File: src/rtl/core/pit_pkg.sv
package pit_pkg;

	typedef struct packed {
		logic en_s1;
		logic en_s2;
		logic en_s3;
		logic en_s4;
	} pit_adv_t;

	// nearest integer to sqrt(2^(2*frac-3)), the half-height r in grid steps
	function automatic int unsigned grid_r(input int unsigned frac);
		logic [63:0] n;
		logic [63:0] s;
		logic [63:0] t;
		n = 64'd1 << (2 * frac - 3);
		s = '0;
		for (int b = 31; b >= 0; b--) begin
			t = s | (64'd1 << b);
			if (t * t <= n) begin
				s = t;
			end
		end
		if (n - s * s > s) begin
			s = s + 64'd1;
		end
		return 32'(s);
	endfunction

endpackage

File: src/rtl/core/pit_pt_if.sv
interface pit_pt_if #(
	parameter int COORD_WIDTH = 24
);
	logic                          valid;
	logic                          ready;
	logic signed [COORD_WIDTH-1:0] point_x;
	logic signed [COORD_WIDTH-1:0] point_y;
	logic signed [COORD_WIDTH-1:0] point_z;

	modport source (output valid, output point_x, output point_y, output point_z, input ready);
	modport sink   (input valid, input point_x, input point_y, input point_z, output ready);
endinterface

File: src/rtl/core/pit_res_if.sv
interface pit_res_if;
	logic valid;
	logic ready;
	logic inside_res;

	modport source (output valid, output inside_res, input ready);
	modport sink   (input valid, input inside_res, output ready);
endinterface

File: src/rtl/core/pit_prod.sv
module pit_prod #(
	parameter int COORD_WIDTH = 24,
	parameter int FRAC_BITS   = 20
) (
	input  logic                                     clk,
	input  pit_pkg::pit_adv_t                        adv,
	input  logic signed [COORD_WIDTH-1:0]            x,
	input  logic signed [COORD_WIDTH-1:0]            y,
	input  logic signed [COORD_WIDTH-1:0]            z,
	output logic signed [COORD_WIDTH+FRAC_BITS-1:0]  p_s2,
	output logic signed [COORD_WIDTH+FRAC_BITS-1:0]  q_s2,
	output logic signed [COORD_WIDTH+FRAC_BITS-1:0]  zs_s2
);
	import pit_pkg::*;

	localparam int PW = COORD_WIDTH + FRAC_BITS;
	localparam logic signed [FRAC_BITS-1:0] R = FRAC_BITS'(grid_r(FRAC_BITS));

	logic signed [COORD_WIDTH-1:0] x_s1;
	logic signed [COORD_WIDTH-1:0] y_s1;
	logic signed [COORD_WIDTH-1:0] z_s1;
	logic signed [PW-1:0]          p_d;
	logic signed [PW-1:0]          q_d;
	logic signed [PW-1:0]          zs_d;

	always_ff @(posedge clk) begin
		if (adv.en_s1) begin
			x_s1 <= x;
			y_s1 <= y;
			z_s1 <= z;
		end
	end

	// r*x, r*y and h*z, with h a power of two
	assign p_d  = PW'(x_s1) * PW'(R);
	assign q_d  = PW'(y_s1) * PW'(R);
	assign zs_d = PW'(z_s1) <<< (FRAC_BITS - 1);

	always_ff @(posedge clk) begin
		if (adv.en_s2) begin
			p_s2  <= p_d;
			q_s2  <= q_d;
			zs_s2 <= zs_d;
		end
	end
endmodule

File: src/rtl/core/pit_offs.sv
module pit_offs #(
	parameter int COORD_WIDTH = 24,
	parameter int FRAC_BITS   = 20,
	parameter int AW          = 50
) (
	input  logic                                    clk,
	input  pit_pkg::pit_adv_t                       adv,
	input  logic signed [COORD_WIDTH+FRAC_BITS-1:0] p,
	input  logic signed [COORD_WIDTH+FRAC_BITS-1:0] q,
	input  logic signed [COORD_WIDTH+FRAC_BITS-1:0] zs,
	output logic signed [AW-1:0]                    tp_s3,
	output logic signed [AW-1:0]                    tq_s3,
	output logic signed [AW-1:0]                    d1_s3,
	output logic signed [AW-1:0]                    nd1_s3,
	output logic signed [AW-1:0]                    d2_s3,
	output logic signed [AW-1:0]                    nd2_s3
);
	import pit_pkg::*;

	// r*h
	localparam logic signed [AW-1:0] K = AW'(grid_r(FRAC_BITS)) <<< (FRAC_BITS - 1);

	logic signed [AW-1:0] pw;
	logic signed [AW-1:0] qw;
	logic signed [AW-1:0] zw;

	assign pw = AW'(p);
	assign qw = AW'(q);
	assign zw = AW'(zs);

	always_ff @(posedge clk) begin
		if (adv.en_s3) begin
			tp_s3  <= pw <<< 1;
			tq_s3  <= qw <<< 1;
			d1_s3  <= zw - K;
			nd1_s3 <= K - zw;
			d2_s3  <= zw + K;
			nd2_s3 <= -zw - K;
		end
	end
endmodule

File: src/rtl/core/pit_cmp.sv
module pit_cmp #(
	parameter int AW = 50
) (
	input  logic                 clk,
	input  pit_pkg::pit_adv_t    adv,
	input  logic signed [AW-1:0] tp,
	input  logic signed [AW-1:0] tq,
	input  logic signed [AW-1:0] d1,
	input  logic signed [AW-1:0] nd1,
	input  logic signed [AW-1:0] d2,
	input  logic signed [AW-1:0] nd2,
	output logic                 inside_s4
);
	import pit_pkg::*;

	logic ge_a;
	logic ge_b;
	logic ge_c;
	logic ge_d;

	// face tests: fA = 2P-D1, fB = -2P-D1, fC = 2Q+D2, fD = -2Q+D2
	assign ge_a = tp >= d1;
	assign ge_b = tp <= nd1;
	assign ge_c = tq >= nd2;
	assign ge_d = tq <= d2;

	always_ff @(posedge clk) begin
		if (adv.en_s4) begin
			inside_s4 <= ge_a & ge_b & ge_c & ge_d;
		end
	end
endmodule

File: src/rtl/core/point_in_tetrahedron_test_top.sv
// Tests whether a signed fixed-point point (COORD_WIDTH bits, FRAC_BITS fraction
// bits) lies inside the regular tetrahedron with corners (+-1/2, 0, -r) and
// (0, +-1/2, +r), r = 1/(2*sqrt 2) on the grid; points on a face, edge or corner
// count as inside. Each beat on pt gives exactly one beat on res, in order. The
// block is a four-stage pipeline (input register, constant multiplies, offset
// adds, face compares into the output register): it takes one point every
// cycle while no stall on res has backed up to pt. A stall on res holds every
// stage in place; an empty stage still fills behind it.
module point_in_tetrahedron_test_top #(
	parameter int COORD_WIDTH = 24,
	parameter int FRAC_BITS   = 20
) (
	input  logic             clk,
	input  logic             arst_n,
	pit_pt_if.sink           pt,
	pit_res_if.source        res
);
	import pit_pkg::*;

	localparam int PW = COORD_WIDTH + FRAC_BITS;
	localparam int MW = (COORD_WIDTH > FRAC_BITS) ? COORD_WIDTH : FRAC_BITS;
	localparam int AW = MW + FRAC_BITS + 2;

	pit_adv_t adv;
	logic     vld_s1;
	logic     vld_s2;
	logic     vld_s3;
	logic     vld_s4;

	logic signed [PW-1:0] p_s2;
	logic signed [PW-1:0] q_s2;
	logic signed [PW-1:0] zs_s2;
	logic signed [AW-1:0] tp_s3;
	logic signed [AW-1:0] tq_s3;
	logic signed [AW-1:0] d1_s3;
	logic signed [AW-1:0] nd1_s3;
	logic signed [AW-1:0] d2_s3;
	logic signed [AW-1:0] nd2_s3;
	logic                 inside_s4;

	assign adv.en_s4 = !vld_s4 || res.ready;
	assign adv.en_s3 = !vld_s3 || adv.en_s4;
	assign adv.en_s2 = !vld_s2 || adv.en_s3;
	assign adv.en_s1 = !vld_s1 || adv.en_s2;

	assign pt.ready = adv.en_s1;

	always_ff @(posedge clk or negedge arst_n) begin
		if (!arst_n) begin
			vld_s1 <= 1'b0;
			vld_s2 <= 1'b0;
			vld_s3 <= 1'b0;
			vld_s4 <= 1'b0;
		end else begin
			if (adv.en_s1) begin
				vld_s1 <= pt.valid;
			end
			if (adv.en_s2) begin
				vld_s2 <= vld_s1;
			end
			if (adv.en_s3) begin
				vld_s3 <= vld_s2;
			end
			if (adv.en_s4) begin
				vld_s4 <= vld_s3;
			end
		end
	end

	pit_prod #(
		.COORD_WIDTH (COORD_WIDTH),
		.FRAC_BITS   (FRAC_BITS)
	) u_prod (
		.clk   (clk),
		.adv   (adv),
		.x     (pt.point_x),
		.y     (pt.point_y),
		.z     (pt.point_z),
		.p_s2  (p_s2),
		.q_s2  (q_s2),
		.zs_s2 (zs_s2)
	);

	pit_offs #(
		.COORD_WIDTH (COORD_WIDTH),
		.FRAC_BITS   (FRAC_BITS),
		.AW          (AW)
	) u_offs (
		.clk    (clk),
		.adv    (adv),
		.p      (p_s2),
		.q      (q_s2),
		.zs     (zs_s2),
		.tp_s3  (tp_s3),
		.tq_s3  (tq_s3),
		.d1_s3  (d1_s3),
		.nd1_s3 (nd1_s3),
		.d2_s3  (d2_s3),
		.nd2_s3 (nd2_s3)
	);

	pit_cmp #(
		.AW (AW)
	) u_cmp (
		.clk       (clk),
		.adv       (adv),
		.tp        (tp_s3),
		.tq        (tq_s3),
		.d1        (d1_s3),
		.nd1       (nd1_s3),
		.d2        (d2_s3),
		.nd2       (nd2_s3),
		.inside_s4 (inside_s4)
	);

	assign res.valid      = vld_s4;
	assign res.inside_res = inside_s4;
endmodule

File: src/flat_wrapper.sv
// flat-port wrapper written by rule: the top's interface ports become plain ports
module point_in_tetrahedron_test_top_flat import pit_pkg::*;
#(
	parameter int COORD_WIDTH = 24,
	parameter int FRAC_BITS   = 20
)
  (clk, arst_n, pt_valid, pt_point_x, pt_point_y, pt_point_z, pt_ready, res_valid, res_inside_res, res_ready);
  pit_pt_if #(.COORD_WIDTH(COORD_WIDTH)) pt_i ();
  pit_res_if res_i ();
  input  logic clk;
  input  logic arst_n;
  input wire logic [$bits(pt_i.valid)-1:0] pt_valid;
  input wire logic [$bits(pt_i.point_x)-1:0] pt_point_x;
  input wire logic [$bits(pt_i.point_y)-1:0] pt_point_y;
  input wire logic [$bits(pt_i.point_z)-1:0] pt_point_z;
  output wire logic [$bits(pt_i.ready)-1:0] pt_ready;
  output wire logic [$bits(res_i.valid)-1:0] res_valid;
  output wire logic [$bits(res_i.inside_res)-1:0] res_inside_res;
  input wire logic [$bits(res_i.ready)-1:0] res_ready;
  assign pt_i.valid = pt_valid;
  assign pt_i.point_x = pt_point_x;
  assign pt_i.point_y = pt_point_y;
  assign pt_i.point_z = pt_point_z;
  assign pt_ready = pt_i.ready;
  assign res_valid = res_i.valid;
  assign res_inside_res = res_i.inside_res;
  assign res_i.ready = res_ready;
  point_in_tetrahedron_test_top #(.COORD_WIDTH(COORD_WIDTH), .FRAC_BITS(FRAC_BITS)) u_core (.clk(clk), .arst_n(arst_n), .pt(pt_i), .res(res_i));
endmodule
File: config.mk
export PLATFORM = sky130hd
export DESIGN_NAME = point_in_tetrahedron_test_top_flat
export DESIGN_NICKNAME = d
export VERILOG_FILES = /design/src/rtl/core/pit_pkg.sv /design/src/rtl/core/pit_pt_if.sv /design/src/rtl/core/pit_res_if.sv /design/src/rtl/core/pit_prod.sv /design/src/rtl/core/pit_offs.sv /design/src/rtl/core/pit_cmp.sv /design/src/rtl/core/point_in_tetrahedron_test_top.sv /design/src/flat_wrapper.sv
export SDC_FILE = /design/constraint.sdc
export NUM_CORES = 1
export LEC_CHECK = 0
export ABC_AREA = 1
export BUFFER_PORTS_ARGS = -buffer_cell sky130_fd_sc_hd__buf_2
export CELL_PAD_IN_SITES_DETAIL_PLACEMENT = 1
export CELL_PAD_IN_SITES_GLOBAL_PLACEMENT = 1
export CORE_ASPECT_RATIO = 1.5
export CORE_MARGIN = 10
export CORE_UTILIZATION = 45
export CTS_CLUSTER_SIZE = 30
export DETAILED_ROUTE_END_ITERATION = 12
export PLACE_DENSITY = 0.73
export SLEW_MARGIN = 20
export SYNTH_ARGS = -nofsm -noshare
export SYNTH_HDL_FRONTEND = slang
export SYNTH_SLANG_ARGS = --single-unit
export TNS_END_PERCENT = 1
File: constraint.sdc
create_clock -name clk -period 10.07 [get_ports clk]
set_clock_uncertainty 0.05 [all_clocks]
set_input_delay 0.5035 -clock clk [delete_from_list [all_inputs] [get_ports clk]]
set_output_delay 0.5035 -clock clk [all_outputs]
set_load 0.05 [all_outputs]
==> flow_summary.json <==
{
  "synthTopCellsByArea": "edfxtp_1 35%, ha_1 19%, fa_1 16%",
  "die_area_um2": 79370,
  "post-route-min-period_ns": 5.898,
  "dr_total_vias": 21450,
  "yosysWarnings": 0,
  "final_common_cell": "inv_1",
  "final_cell_mix": "754 x inv_1, 461 x ha_1, 456 x nand2_1",
  "path_max_fanout": 7,
  "fin_ws_ns": 4.172,
  "clkSlewWorstSetupHoldPaths_ns": 0.06,
  "holdBufCountCts": 29,
  "grt_max_degree": 94,
  "synth_async_sr_flop_share": 0.01117,
  "cts_tree": "yes",
  "n_fill_cell": 7639,
  "gp_congestion": 0.8940,
  "min_period_over_period": 0.5857,
  "ant_nets": 0,
  "numCtsBuffers": 40,
  "wl_met2_um": 42830,
  "setup_viol": 0,
  "syn_to_final_growth_pct": 10.01,
  "synth.top_cell.area_share": 0.3459,
  "hpwlAfterDp_um": 70110,
  "start_util": 0.4534,
  "clock.fmax_ghz": 0.1696,
  "layout-drive-gt1-share": 0.06135,
  "wl_per_cell_um": 19.78,
  "ios": 79,
  "n_antenna_cell": 0,
  "wl_met3_um": 2276,
  "grt_pass1_vias": 24600,
  "netlist_area_um2": 30730,
  "grt_setup_unrepaired": "false",
  "final.setup.tns_ns": 0,
  "wl_met1_um": 35030,
  "antenna_found_initial": 4,
  "ys_seq_elements": 358,
  "cts-root-buf": "clkbuf_16",
  "cts.sinks": 358,
  "finalHoldViolations": 0,
  "tightest_slew_ns": 1.095,
  "crit_path_end_kind": "register",
  "yosysUniqueCellTypes": 49,
  "synth-main-ff-cell": "edfxtp_1",
  "crit_type": "reg2reg",
  "holdWs_ns": 0.03405,
  "ys_seq_area_frac": 0.3491,
  "die_h_um": 340.1,
  "hold_class": "in2reg",
  "critPathLaunchType": "register",
  "syn_avg_cell_area_um2": 9.788,
  "via_per_inst": 5.107,
  "status": "complete, no violations",
  "dp_slack_ns": 4.187,
  "post_cts_resized": 0,
  "first_pass_iters": 5,
  "overflow": 0,
  "fp-row-count": 117,
  "drv_cap": 0,
  "cts_setup_buffers": 0,
  "syn-num-nets": 3918,
  "htree_levels": 2,
  "coreArea_um2": 67780,
  "synth_largest_area_cell": "edfxtp_1",
  "groute.usage.overall": 0.2141,
  "drv_slew": 0,
  "slew_headroom": 0.2699,
  "wirelength_um": 83080,
  "stdcell_count": 4201,
  "drc": 0,
  "portBuffers": 78,
  "grt_first_pass_wirelength_um": 132700,
  "arrival_ns": 6.18,
  "num-nets-final": 4055,
  "required_ns": 10.35,
  "top_layer": "met4",
  "die_x_um": 233.4,
  "max-clock-path-buffers": 3,
  "synth_cells": 3140,
  "clk_latency_ns": 0.61,
  "initialDrtViolationCount": 840,
  "placedCellCount": 4098,
  "synth_edf_count": 354
}
-- cell type report --
cell class	count	area (µm²)	share of cell area
Clock buffer	45	1020	0.03016
Clock inverter	29	300.3	0.008882
Inverter	775	2917	0.08627
Multi-Input combinational cell	1990	17000	0.5029
Tap cell	892	1116	0.03301
Timing Repair Buffer	112	721.9	0.02135
Sequential cell	358	10730	0.3174
-- metrics by stage --
step / cell area [µm²] / util
after floorplan: 30730 / -
after global placement: 32190 / 0.4750
after detailed placement: 32190 / 0.4750
after CTS: 33800 / 0.4988
after global routing: 33810 / 0.4988
final: 33810 / 0.4988
-- final timing paths --
path                                              from                       to  slack [ns]  cells past startpoint
worst max-delay path            u_core.u_prod.x_s1[11]   u_core.u_prod.p_s2[30]        4.17                     18
worst max register to register  u_core.u_prod.x_s1[11]   u_core.u_prod.p_s2[30]        4.17                     18
worst min register to register   u_core.u_prod.p_s2[9]  u_core.u_offs.tp_s3[10]        0.36                      0
min in group asynchronous                       arst_n            u_core.vld_s3        0.19                      2
worst min-delay path                    pt_point_z[17]   u_core.u_prod.z_s1[17]        0.03                      1
max in group asynchronous                       arst_n            u_core.vld_s1        9.67                      2
-- flip-flops by register name, summed over array words and instances, names as in the netlist --
register,count
u_core.u_offs.nd1_s3,21
u_core.u_prod.zs_s2,24
u_core.res.valid,1
u_core.u_prod.p_s2,41
u_core.u_offs.d1_s3,24
u_core.u_offs.tp_s3,41
u_core.u_cmp.inside_s4,1
u_core.vld_s1,1
u_core.u_offs.tq_s3,41
u_core.u_offs.nd2_s3,27
u_core.u_offs.d2_s3,21
u_core.vld_s3,1
u_core.u_prod.y_s1,24
u_core.vld_s2,1
u_core.u_prod.z_s1,24
u_core.u_prod.q_s2,41
u_core.u_prod.x_s1,24
-- worst max-delay path: stages (launching register included) --
cell      delay, ns
edfxtp_1       0.55
ha_1           0.35
inv_1          0.05
fa_1           0.50
inv_1          0.05
fa_1           0.49
fa_1           0.53
fa_1           0.57
inv_1          0.07
fa_1           0.54
inv_1          0.05
ha_1           0.39
nand2_1        0.12
nor2_1         0.21
inv_1          0.06
nor2_1         0.17
nand3_1        0.12
o211ai_1       0.29
xor2_1         0.46
-- cell usage after synthesis, types with 3 or more instances --
cell type	number
nand2_2	7
nand4_1	30
a21oi_1	143
nor3_2	4
nand2_1	457
fa_1	241
xor2_1	105
nor3b_1	3
o21bai_1	8
nor2_1	204
ha_1	461
nor3_1	40
xnor2_1	17
nand3b_1	5
o21ai_2	6
inv_1	756
nand3_1	109
nor4_1	3
a31oi_1	9
edfxtp_1	354
o211ai_1	4
inv_2	17
o21a_1	6
buf_2	9
o21ai_1	23
nor2_4	5
nor2_2	8
dfrtp_1	4
o21ai_0	56
o31ai_1	3
clkbuf_1	4
a21o_1	15
-- logic make-up (layout without fill, tap and decap cells) --
kind of cell | after synthesis | count (layout) | share of synthesized area
buffers and inverters | 792 | 961 | 0.09783
AO/OA/AOI/OAI | 286 | 286 | 0.05236
adder cells (fa/ha/maj) | 702 | 702 | 0.3447
flip-flops | 358 | 358 | 0.3491
AND/OR/NAND/NOR | 880 | 880 | 0.1212
XOR/XNOR | 122 | 122 | 0.03477
-- layer usage --
metal	GRT usage	vias up
met5	0	-
li1	-	10340
met3	0.02657	133
met1	0.2562	10710
met4	0.07380	0
met2	0.3867	274
Power is not shown: default switching activity piles up to over one toggle a cycle in this logic, so the estimate is an artifact.
